`src/rtl/assert_macros.svh`:
```
// ----------------------------------------------------------------------------
// assert_macros.svh
// Assertion helpers shared by the timer bank; they sample on clk_i and are
// held off while rst_ni is low.
// ----------------------------------------------------------------------------
`ifndef ASSERT_MACROS_SVH
`define ASSERT_MACROS_SVH

// a full property, clocked and reset-gated
`define PTB_ASSERT(lbl, prop, msg) \
  lbl: assert property (@(posedge clk_i) disable iff (!rst_ni) prop) \
    else $error(msg);

// same-cycle implication
`define PTB_ASSERT_IMP(lbl, ante, cons, msg) \
  lbl: assert property (@(posedge clk_i) disable iff (!rst_ni) (ante) |-> (cons)) \
    else $error(msg);

`endif

```
`src/rtl/ptb_pkg.sv`:
```
// ----------------------------------------------------------------------------
// ptb_pkg
// Types and constants of the periodic timer bank.
// ----------------------------------------------------------------------------
package ptb_pkg;

  localparam int unsigned TIMER_COUNT_DEF = 4;
  localparam int unsigned TIMER_ID_W      = 4;
  localparam int unsigned MS_W            = 48;
  localparam int unsigned PERIOD_W        = 32;
  localparam int unsigned CI_W            = 10;
  localparam int unsigned DW_W            = 16;
  localparam int unsigned CFG_W           = 16;

  localparam logic [CI_W-1:0] CHECK_INTERVAL_RST = 10'd1000;
  localparam logic [DW_W-1:0] DEFAULT_WAIT_RST   = 16'd100;

  typedef enum logic [2:0] {
    MODE_TICK        = 3'd0,
    MODE_SET_PERIOD  = 3'd1,
    MODE_SET_LEFT    = 3'd2,
    MODE_READ_PERIOD = 3'd3,
    MODE_READ_LEFT   = 3'd4,
    MODE_CHECK       = 3'd5,
    MODE_WAIT        = 3'd6
  } mode_e;

  typedef enum logic {
    CFG_CHECK_INTERVAL = 1'b0,
    CFG_DEFAULT_WAIT   = 1'b1
  } cfg_idx_e;

  typedef enum logic [1:0] {
    ST_IDLE,
    ST_SCAN,
    ST_FLUSH
  } state_e;

  typedef struct packed {
    logic [PERIOD_W-1:0] period;
    logic [MS_W-1:0]     deadline;
  } entry_t;

  typedef struct packed {
    mode_e mode;
    logic  sel;
  } unit_ctl_t;

  typedef struct packed {
    logic                   fire;
    logic [PERIOD_W-1:0]    rd_val;
    logic signed [MS_W-1:0] best;
  } unit_stat_t;

endpackage

```
`src/rtl/ptb_cell.sv`:
```
// ----------------------------------------------------------------------------
// ptb_cell
// One timer slot of the rotating chain: period and deadline, loaded from the
// neighbor whenever the chain shifts.
// ----------------------------------------------------------------------------
module ptb_cell
  import ptb_pkg::*;
(
  input  logic   clk_i,
  input  logic   rst_ni,
  input  logic   shift_i,
  input  entry_t entry_i,
  output entry_t entry_o
);

  entry_t entry_q;

  always_ff @(posedge clk_i or negedge rst_ni) begin
    if (!rst_ni) begin
      entry_q <= '0;
    end else if (shift_i) begin
      entry_q <= entry_i;
    end
  end

  assign entry_o = entry_q;

endmodule

```
`src/rtl/ptb_unit.sv`:
```
// ----------------------------------------------------------------------------
// ptb_unit
// Head unit of the chain: works on the timer at the head cell for the
// current operation and hands the updated entry to the tail.
// ----------------------------------------------------------------------------
module ptb_unit
  import ptb_pkg::*;
(
  input  unit_ctl_t              ctl_i,
  input  entry_t                 entry_i,
  input  logic [MS_W-1:0]        now_i,
  input  logic [PERIOD_W-1:0]    wv_i,
  input  logic signed [MS_W-1:0] best_i,
  output entry_t                 entry_o,
  output unit_stat_t             stat_o
);

  logic                active;
  logic [PERIOD_W-1:0] addend;
  logic [MS_W-1:0]     sum;
  logic [MS_W:0]       diff;
  logic                borrow;
  logic                due;
  logic [PERIOD_W-1:0] left;

  always_comb begin
    active = (entry_i.period != '0);
    // one adder: reload on check, written value otherwise
    addend = (ctl_i.mode == MODE_CHECK) ? entry_i.period : wv_i;
    sum    = now_i + MS_W'(addend);
    diff   = {1'b0, entry_i.deadline} - {1'b0, now_i};
    borrow = diff[MS_W];
    due    = borrow || (diff[MS_W-1:0] == '0);
    if (borrow || !active) begin
      left = '0;
    end else if (|diff[MS_W-1:PERIOD_W]) begin
      left = '1;
    end else begin
      left = diff[PERIOD_W-1:0];
    end
  end

  always_comb begin
    entry_o       = entry_i;
    stat_o.fire   = 1'b0;
    stat_o.rd_val = '0;
    stat_o.best   = best_i;
    unique case (ctl_i.mode)
      MODE_SET_PERIOD: begin
        if (ctl_i.sel) begin
          entry_o.period = wv_i;
          if (wv_i != '0) begin
            entry_o.deadline = sum;
          end
        end
      end
      MODE_SET_LEFT: begin
        if (ctl_i.sel) begin
          entry_o.deadline = sum;
        end
      end
      MODE_READ_PERIOD: begin
        stat_o.rd_val = ctl_i.sel ? entry_i.period : '0;
      end
      MODE_READ_LEFT: begin
        stat_o.rd_val = ctl_i.sel ? left : '0;
      end
      MODE_CHECK: begin
        if (active && due) begin
          entry_o.deadline = sum;
          stat_o.fire      = 1'b1;
        end
      end
      MODE_WAIT: begin
        if (active && ($signed(diff[MS_W-1:0]) < best_i)) begin
          stat_o.best = $signed(diff[MS_W-1:0]);
        end
      end
      default: begin
      end
    endcase
  end

endmodule

```
`src/rtl/periodic_timer_bank_top.sv`:
```
// ----------------------------------------------------------------------------
// periodic_timer_bank_top
// Bank of periodic millisecond timers kept in a rotating chain of cells.
// ----------------------------------------------------------------------------
// The timers sit in a ring of TIMER_COUNT cells that rotates past a single
// head unit, one timer per cycle. A tick, an unused mode or a check that does
// not yet scan is taken without leaving the idle state. Every other item
// rotates the whole ring once, then goes through the flush state before the
// next beat. An item with a result holds in its last cycle until the output
// register is free, and a check that fires more than one timer holds the ring
// the same way at each fired timer after the first. Results are held in an
// output register, so a new item is taken while the last result still waits.
`include "assert_macros.svh"

module periodic_timer_bank_top
  import ptb_pkg::*;
#(
  parameter int unsigned TIMER_COUNT = TIMER_COUNT_DEF
) (
  input  logic                   clk_i,
  input  logic                   rst_ni,
  input  logic                   cfg_we_i,
  input  logic                   cfg_idx_i,
  input  logic [CFG_W-1:0]       cfg_data_i,
  input  logic                   in_valid_i,
  output logic                   in_ready_o,
  input  logic [2:0]             mode_i,
  input  logic [TIMER_ID_W-1:0]  timer_id_i,
  input  logic [PERIOD_W-1:0]    write_value_i,
  input  logic                   forced_i,
  output logic                   out_valid_o,
  input  logic                   out_ready_i,
  output logic [PERIOD_W-1:0]    read_value_o,
  output logic signed [31:0]     next_wait_o,
  output logic                   irq_valid_o,
  output logic [TIMER_ID_W-1:0]  irq_timer_o,
  output logic                   last_o
);

  localparam int unsigned IdxW = (TIMER_COUNT > 1) ? $clog2(TIMER_COUNT) : 1;
  localparam logic [IdxW-1:0] LastIdx = IdxW'(TIMER_COUNT - 1);

  state_e state_q, state_d;
  logic [IdxW-1:0] idx_q, idx_d;
  logic [MS_W-1:0] now_q;
  logic [CI_W-1:0] cnt_q, ci_q;
  logic [DW_W-1:0] dw_q;
  mode_e mode_q;
  logic [TIMER_ID_W-1:0] id_q;
  logic [PERIOD_W-1:0] wv_q;
  logic pend_valid_q;
  logic [IdxW-1:0] pend_id_q;
  logic [PERIOD_W-1:0] rd_q;
  logic signed [MS_W-1:0] best_q;

  logic out_valid_q;
  logic [PERIOD_W-1:0] out_rv_q, out_rv_d;
  logic signed [31:0] out_nw_q, out_nw_d;
  logic out_irq_q, out_irq_d;
  logic [TIMER_ID_W-1:0] out_tid_q, out_tid_d;
  logic out_last_q, out_last_d;

  entry_t cell_out [TIMER_COUNT];
  entry_t head_new;
  unit_ctl_t ctl;
  unit_stat_t stat;

  mode_e mode_in;
  logic in_acc, start_scan, scan_now;
  logic [CI_W-1:0] cnt_inc;
  logic out_free, stall, step, flush_emit, out_load, is_read;
  logic signed [31:0] best_sat;

  // rotating chain: head is cell 0, updated head entry re-enters at the tail
  for (genvar k = 0; k < TIMER_COUNT; k++) begin : g_cell
    if (k == TIMER_COUNT - 1) begin : g_tail
      ptb_cell u_cell (
        .clk_i   (clk_i),
        .rst_ni  (rst_ni),
        .shift_i (step),
        .entry_i (head_new),
        .entry_o (cell_out[k])
      );
    end else begin : g_body
      ptb_cell u_cell (
        .clk_i   (clk_i),
        .rst_ni  (rst_ni),
        .shift_i (step),
        .entry_i (cell_out[k+1]),
        .entry_o (cell_out[k])
      );
    end
  end

  assign ctl.mode = mode_q;
  assign ctl.sel  = (TIMER_ID_W'(idx_q) == id_q);

  ptb_unit u_unit (
    .ctl_i   (ctl),
    .entry_i (cell_out[0]),
    .now_i   (now_q),
    .wv_i    (wv_q),
    .best_i  (best_q),
    .entry_o (head_new),
    .stat_o  (stat)
  );

  // decode of the incoming beat
  always_comb begin
    mode_in  = mode_e'(mode_i);
    in_acc   = in_valid_i && (state_q == ST_IDLE);
    cnt_inc  = cnt_q + 1'b1;
    scan_now = forced_i || (cnt_inc >= ci_q);
    unique case (mode_in)
      MODE_SET_PERIOD, MODE_SET_LEFT, MODE_READ_PERIOD,
      MODE_READ_LEFT, MODE_WAIT: start_scan = 1'b1;
      MODE_CHECK:                start_scan = scan_now;
      default:                   start_scan = 1'b0;
    endcase
  end

  always_comb begin
    is_read  = (mode_q == MODE_READ_PERIOD) || (mode_q == MODE_READ_LEFT);
    out_free = !out_valid_q || out_ready_i;
    // a second fired timer needs the earlier one pushed out first
    stall    = stat.fire && pend_valid_q && !out_free;
    step     = (state_q == ST_SCAN) && !stall;
    flush_emit = is_read || (mode_q == MODE_WAIT) || pend_valid_q;
    if (best_q[MS_W-1] && !(&best_q[MS_W-1:31])) begin
      best_sat = 32'sh8000_0000;
    end else if (!best_q[MS_W-1] && (|best_q[MS_W-1:31])) begin
      best_sat = 32'sh7fff_ffff;
    end else begin
      best_sat = best_q[31:0];
    end
  end

  // next state
  always_comb begin
    state_d = state_q;
    unique case (state_q)
      ST_IDLE: begin
        if (in_acc && start_scan) state_d = ST_SCAN;
      end
      ST_SCAN: begin
        if (step && (idx_q == LastIdx)) state_d = ST_FLUSH;
      end
      ST_FLUSH: begin
        if (!flush_emit || out_free) state_d = ST_IDLE;
      end
      default: state_d = ST_IDLE;
    endcase
  end

  // outputs of the sequencer
  always_comb begin
    in_ready_o = (state_q == ST_IDLE);
    idx_d      = idx_q;
    out_load   = 1'b0;
    out_rv_d   = '0;
    out_nw_d   = '0;
    out_irq_d  = 1'b0;
    out_tid_d  = '0;
    out_last_d = 1'b0;
    unique case (state_q)
      ST_IDLE: begin
        idx_d = '0;
      end
      ST_SCAN: begin
        if (step) begin
          idx_d = idx_q + 1'b1;
          if (stat.fire && pend_valid_q) begin
            out_load  = 1'b1;
            out_irq_d = 1'b1;
            out_tid_d = TIMER_ID_W'(pend_id_q);
          end
        end
      end
      ST_FLUSH: begin
        if (flush_emit && out_free) begin
          out_load   = 1'b1;
          out_rv_d   = rd_q;
          out_nw_d   = (mode_q == MODE_WAIT) ? best_sat : '0;
          out_irq_d  = (mode_q == MODE_CHECK);
          out_tid_d  = (mode_q == MODE_CHECK) ? TIMER_ID_W'(pend_id_q) : '0;
          out_last_d = 1'b1;
        end
      end
      default: begin
      end
    endcase
  end

  always_ff @(posedge clk_i or negedge rst_ni) begin
    if (!rst_ni) begin
      state_q      <= ST_IDLE;
      idx_q        <= '0;
      now_q        <= '0;
      cnt_q        <= '0;
      ci_q         <= CHECK_INTERVAL_RST;
      dw_q         <= DEFAULT_WAIT_RST;
      pend_valid_q <= 1'b0;
      out_valid_q  <= 1'b0;
    end else begin
      state_q <= state_d;
      idx_q   <= idx_d;
      if (cfg_we_i) begin
        unique case (cfg_idx_e'(cfg_idx_i))
          CFG_CHECK_INTERVAL: ci_q <= cfg_data_i[CI_W-1:0];
          CFG_DEFAULT_WAIT:   dw_q <= cfg_data_i[DW_W-1:0];
          default: begin
          end
        endcase
      end
      if (in_acc) begin
        if (mode_in == MODE_TICK) begin
          now_q <= now_q + 1'b1;
        end
        if (mode_in == MODE_CHECK) begin
          cnt_q <= scan_now ? '0 : cnt_inc;
        end
        pend_valid_q <= 1'b0;
      end else if (step && stat.fire) begin
        pend_valid_q <= 1'b1;
      end
      if (out_load) begin
        out_valid_q <= 1'b1;
      end else if (out_ready_i) begin
        out_valid_q <= 1'b0;
      end
    end
  end

  // item payload and scan accumulators
  always_ff @(posedge clk_i) begin
    if (in_acc) begin
      mode_q <= mode_in;
      id_q   <= timer_id_i;
      wv_q   <= write_value_i;
      rd_q   <= '0;
      best_q <= MS_W'(dw_q);
    end else if (step) begin
      if (ctl.sel && is_read) begin
        rd_q <= stat.rd_val;
      end
      best_q <= stat.best;
      if (stat.fire) begin
        pend_id_q <= idx_q;
      end
    end
    if (out_load) begin
      out_rv_q   <= out_rv_d;
      out_nw_q   <= out_nw_d;
      out_irq_q  <= out_irq_d;
      out_tid_q  <= out_tid_d;
      out_last_q <= out_last_d;
    end
  end

  assign out_valid_o  = out_valid_q;
  assign read_value_o = out_rv_q;
  assign next_wait_o  = out_nw_q;
  assign irq_valid_o  = out_irq_q;
  assign irq_timer_o  = out_tid_q;
  assign last_o       = out_last_q;

  // a stalled scan keeps the ring where it is
  `PTB_ASSERT(a_stall_holds, (state_q == ST_SCAN && stall) |=> (state_q == ST_SCAN && $stable(idx_q)), "ring moved during output stall")
  // a pending interrupt only appears from a scan step
  `PTB_ASSERT_IMP(a_pend_from_scan, $rose(pend_valid_q), $past(state_q) == ST_SCAN, "pending irq outside scan")
  // a scan only starts on an accepted beat
  `PTB_ASSERT_IMP(a_scan_entry, state_q == ST_SCAN && $past(state_q) == ST_IDLE, $past(in_valid_i && in_ready_o), "scan without accepted beat")

endmodule
```
`config.mk`:
```
export PLATFORM = sky130hd
export DESIGN_NAME = periodic_timer_bank_top
export DESIGN_NICKNAME = d
export VERILOG_FILES = /design/src/rtl/ptb_pkg.sv /design/src/rtl/ptb_cell.sv /design/src/rtl/ptb_unit.sv /design/src/rtl/periodic_timer_bank_top.sv
export VERILOG_INCLUDE_DIRS = /design/src /design/src/rtl
export SDC_FILE = /design/constraint.sdc
export NUM_CORES = 2
export LEC_CHECK = 0
export BUFFER_PORTS_ARGS = -buffer_cell sky130_fd_sc_hd__buf_2
export CORE_MARGIN = 2
export CORE_UTILIZATION = 45
export DETAILED_ROUTE_END_ITERATION = 12
export SYNTH_ARGS = -nofsm -noshare
export SYNTH_HDL_FRONTEND = slang
export SYNTH_HIERARCHICAL = 1
export SYNTH_SLANG_ARGS = --single-unit
```
`constraint.sdc`:
```
create_clock -name clk_i -period 7.9 [get_ports clk_i]
set_clock_uncertainty 0.1 [all_clocks]
set_input_delay 1.185 -clock clk_i [delete_from_list [all_inputs] [get_ports clk_i]]
set_output_delay 1.185 -clock clk_i [all_outputs]
set_load 0.05 [all_outputs]
```
* Word level (Yosys, flattened, before mapping) *
Cells that the tools add are included.

cells by class
  add/subtract/negate cells = 5
  eq/ne operators = 20
  mux-type cells = 43
  reductions and logical operators = 56
  bitwise logic cells = 5
  magnitude comparators = 2

operators by type and width
  operator                 number
  $mux W32                 8
  $mux W48                 3
  $pmux W48 S3             1
  $mux W80                 1
  $mux W16                 4
  $pmux W32 S2             1
  $reduce_bool A32 Y1      2
  $sub A48 B48 Y49         1
  $add A48 B1 Y48 const B  1
  $add A48 B32 Y48         1
  $logic_not A48 Y1        1
  $lt A48 B48 Y1           1
  $eq A3 B3 Y1 const B     6
  $reduce_and A17 Y1       1
  $reduce_or A17 Y1        1
  $mux W2                  8
  $reduce_or A16 Y1        1
  $reduce_and A3 Y1        5
  $reduce_and A2 Y1        7
  $logic_and A1 B1 Y1      13
  $eq A3 B2 Y1 const B     4
  $reduce_bool A2 Y1       6
  $add A10 B1 Y10 const B  1
  $ge A10 B10 Y1           1
  other kinds (19)         52

storage, ports and cells
  output and inout bits = 72
  bits in registers = 601
  input port bits = 62
  word-level logic and storage cells = 160

* Logic depth before layout (Yosys ltp) *
  depth in word-level cells = 13
  depth in mapped cells = 26
  gate-level depth less buffers = 24

* Modules after synthesis *
The synthesis kept the hierarchy.

modules (own cells, without submodules)
  module                   cells each  instances  area each (µm²)  seq. area each (µm²)
  ptb_cell                 169         4          3374.5           2001.9
  periodic_timer_bank_top  956         1          11227.0          7298.2
  ptb_unit                 1693        1          10903.0          0.0

* Worst setup path after synthesis *
OpenSTA, ideal clock, no wires.

  kind = register to register
  start = register g_cell[0].g_body.u_cell.entry_q (netlist bit g_cell[0].g_body.u_cell/entry_o[0])
  end = register out_tid_q[0] (netlist: irq_timer_o[0]), enable pin
  library setup time = 0.558 ns
  required time = 7.242 ns
  period minus slack after synthesis = 6.255 ns
  slack = 1.645 ns
  data arrival time = 5.597 ns
  cell stages (with the launch flop) = 23
  path buffers = 1
  cell sequence = dfrtp_1 -> inv_1 -> ha_1 -> inv_1 -> fa_1 -> a21o_1 -> a221o_1 -> a22oi_2 -> nand2_1 -> and3_1 -> or4_1 -> or3_1 -> nor4_1 -> nor4b_4 -> nor2_2 -> clkbuf_1 -> nor2_1 -> nand4b_1 -> nand2_1 -> clkinv_1 -> and3_1 -> o21ai_0 -> inv_1

RTL lines
  what                    line                            RTL
  start, declared         ptb_cell.sv:16                  entry_t entry_q;
  start signal, assigned  ptb_cell.sv:22                  entry_q <= entry_i;
  end signal, assigned    periodic_timer_bank_top.sv:255  out_tid_q <= out_tid_d;
  end, declared           periodic_timer_bank_top.sv:60   logic [TIMER_ID_W-1:0] out_tid_q, out_tid_d;

==> flow_metrics.tcl <==
set metrics [dict create \
    status "completed" \
    power.total_mw 16.8 \
    synth_edf_count 125 \
    clock_sinks 599 \
    synthFlopType "dfrtp_1" \
    required_ns 8.13 \
    worstRegToRegCells 20 \
    clock-root-buffer "clkbuf_16" \
    postCtsSetupBuffers 0 \
    num_rows 103 \
    fin_crit_ns 6.83 \
    grt_pass1_wl_mm 151 \
    crit_path_end_kind "register" \
    n_antenna_cell 0 \
    path_cells "inv_1, ha_1, nand4_1, o221ai_2, a21boi_0, a31oi_1, a21boi_0, xnor2_1, or3_1, nor4_1, nor4b_4, nor2_4, nor2_1, nand4b_1, nand2_1, inv_8, and3_1, o21ai_0, inv_2, buf_12" \
    setup_viol 0 \
    r2r_end "next_wait_o[8]" \
    synth_top_cell_by_area "dfrtp_1" \
    drt-pass1-iter-count 5 \
    hp-class "reg2reg" \
    r2r_slack_ns 1.07 \
    cp-endpoint "next_wait_o[8]" \
    globalRouteOverflowTotal 0 \
    avgSynthCellArea_um2 10.7 \
    drive_above_1_share 0.225 \
    cts_max_path_buffers 3 \
    place_hpwl_mm 71.4 \
    cpLargestDelayFamily "simple AND/OR/NAND/NOR gates" \
    ir_drop_mv 0.322 \
    ys_ff_latch 599 \
    start_kind "register" \
    antenna_found_initial 4 \
    period_share 0.865 \
    initial_core_util 0.452 \
    critPathBufInv 4 \
    hold_viol_final 0 \
    p_per_area_nw_per_um2 428 \
    maxSlewHeadroom 0.282 \
    synth_top_cells_by_count "401 x dfrtp_1, 398 x nand2_1, 320 x mux2_4" \
    dr.first_iter.drc_count 2055 \
    vias 25600 \
    synthToLayoutAreaGrowth_pct 10.1 \
    drt_wl_total_mm 98.3 \
    htreeDepth 3 \
    yosys_warnings 6 \
    rsz0062_at_grt "false" \
    max_freq_mhz 146 \
    cts_tree "yes" \
    grt_pass1_vias 25100 \
    slowest_stage "a31oi_1" \
    synth_most_common_cell "dfrtp_1" \
    synth-async-reset-ratio 0.684 \
    wire_per_inst_um 21.8 \
    max_stage_delay_ns 0.64 \
    synth_cell_type_count 107 \
    clk_latency_ns 0.63 \
    critPathArrivalTime_ns 7.06 \
    ys_seq_area_frac 0.430 \
    syn_inst 3325 \
    portBuffers 131 \
    fin_nets 3613 \
    clk_pin_slew_ns 0.06 \
    num_io_pins 134 \
    path_class "reg2reg" \
    viasPerCell 5.67 \
    die_h_um 285 \
    cts_resized 0 \
    cp_num_cells 20 \
    fin_util 0.498 \
    grt_max_degree 152 \
    synth_top_area_frac 0.282 \
    tightest_slew_ns 1.08 \
    core_um2 78700 \
    worstSetupStartpoint "now_q[9]" \
    r2r-start "now_q[9]" \
    cp_common_cell "a21boi_0" \
    syn_area_um2 35600 \
    drv_slew 0 \
    synth.area.top_cells "dfrtp_1 28%, mux2_4 13%, edfxtp_1 11%, ha_1 5.0%, nand2_1 4.2%" \
    p_leak_nw 17.3 \
    ant_nets 0 \
    fp.dieW_um 285 \
    cts_made_buffers 69 \
    fin_setup_tns_ns 0 \
    cts_hold_buffers 0 \
    cap_violations 0 \
    gp_congestion 0.937 \
    track_usage 0.240 \
    dieArea_um2 81400 \
    path_max_fanout 58 \
    drcViolationCount 0 \
]
[worst min path at each step]
| stage | start | to | slack [ns] | cells after the start |
|---|---|---|---|---|
| floorplan | best_q[22] | best_q[22] | 0.35 | 2 |
| global placement | best_q[22] | best_q[22] | 0.36 | 2 |
| detailed placement | best_q[22] | best_q[22] | 0.37 | 2 |
| CTS | best_q[22] | best_q[22] | 0.37 | 2 |
| global route | best_q[22] | best_q[22] | 0.39 | 2 |
| finish | best_q[22] | best_q[22] | 0.37 | 2 |
[sequential cells by signal, indices dropped and copies added, names as in the netlist, 4 cells and up]
signal / flops
rd_q: 32
g_cell.g_tail.u_cell/entry_o: 80
g_cell.g_body.u_cell/entry_o: 240
dw_q: 16
next_wait_o: 32
read_value_o: 32
now_q: 48
best_q: 48
ci_q: 10
wv_q: 32
cnt_q: 10
id_q: 4
[layer usage]
| layer | global-route usage | share of wire | wire [um] |
|---|---|---|---|
| met5 | 0 | 0.00056 | 55 |
| met4 | 0.0817 | 0.033 | 3250 |
| met3 | 0.0513 | 0.071 | 6940 |
| met2 | 0.377 | 0.45 | 44700 |
| met1 | 0.328 | 0.44 | 43400 |
[power by group]
part / internal, mW / switching (mW)
clock network: 1.99 / 1.36
registers: 3.98 / 0.708
logic: 3.59 / 5.16
total: 9.56 / 7.23
[through the flow]
step / cell area, um^2 / instances / hold slack [ns] / setup slack, ns
after CTS: 39200 / 4511 / 0.374 / 1.16
after floorplan: 35600 / 3326 / 0.350 / 1.64
after global placement: 36800 / 4386 / 0.361 / 1.30
after global routing: 39200 / 4511 / 0.395 / 0.666
final: 39200 / 4511 / 0.371 / 1.07
after detailed placement: 36800 / 4386 / 0.366 / 1.25
[placed cells by master (no fill, tap or decap), drive strengths merged, types with 16 or more instances in the layout]
cell     Yosys  final
a221oi      17     17
edfxtp     125    125
o22ai       16     16
a2bb2oi     34     34
ha         142    142
and2        49     49
nor4        33     33
a21o        49     49
and3        16     16
dfxtp       64     64
or3         16     16
nand4       56     56
xor2        38     38
mux2i       64     64
buf         75    177
nand2      400    400
inv        158    161
clkbuf      92     89
dfrtp      401    401
o21ai      187    187
nor3        40     40
nand3       52     52
nand2b      22     22
mux2       427    427
nor2       235    235
a211oi      24     24
xnor2       97     97
a21oi      198    198
clkinv       2     24
[cell families (layout without fill, tap and decap cells)]
group | count (synthesis) | count (layout) | share of synthesized area
muxes | 491 | 491 | 0.187
other | 1 | 2 | 0.000105
buffers and inverters | 327 | 462 | 0.0522
adders and majority gates | 145 | 145 | 0.0513
xor gates and xnor gates | 135 | 135 | 0.0334
DFF | 599 | 599 | 0.430
AOI/OAI and AO/OA | 660 | 660 | 0.119
and+or+nand+nor | 967 | 967 | 0.127
[worst register-to-register path: stages (launching register included)]
cell	delay [ns]
dfrtp_1	0.45
inv_1	0.07
ha_1	0.49
nand4_1	0.24
o221ai_2	0.28
a21boi_0	0.19
a31oi_1	0.64
a21boi_0	0.32
xnor2_1	0.35
or3_1	0.41
nor4_1	0.38
nor4b_4	0.36
nor2_4	0.09
nor2_1	0.32
nand4b_1	0.28
nand2_1	0.27
inv_8	0.21
and3_1	0.28
o21ai_0	0.32
inv_2	0.21
buf_12	0.25
[area by class of cell]
| cell class | instances | area (um^2) |
|---|---|---|
| Clock buffer | 89 | 1900 |
| Clock inverter | 36 | 500 |
| Fill cell | 7153 | 39500 |
| Inverter | 160 | 611 |
| Multi-Input combinational cell | 2400 | 18500 |
| Sequential cell | 599 | 15300 |
| Tap cell | 1050 | 1310 |
| Timing Repair Buffer | 177 | 1090 |
No activity file was read; power rests on OpenSTA's default activity.
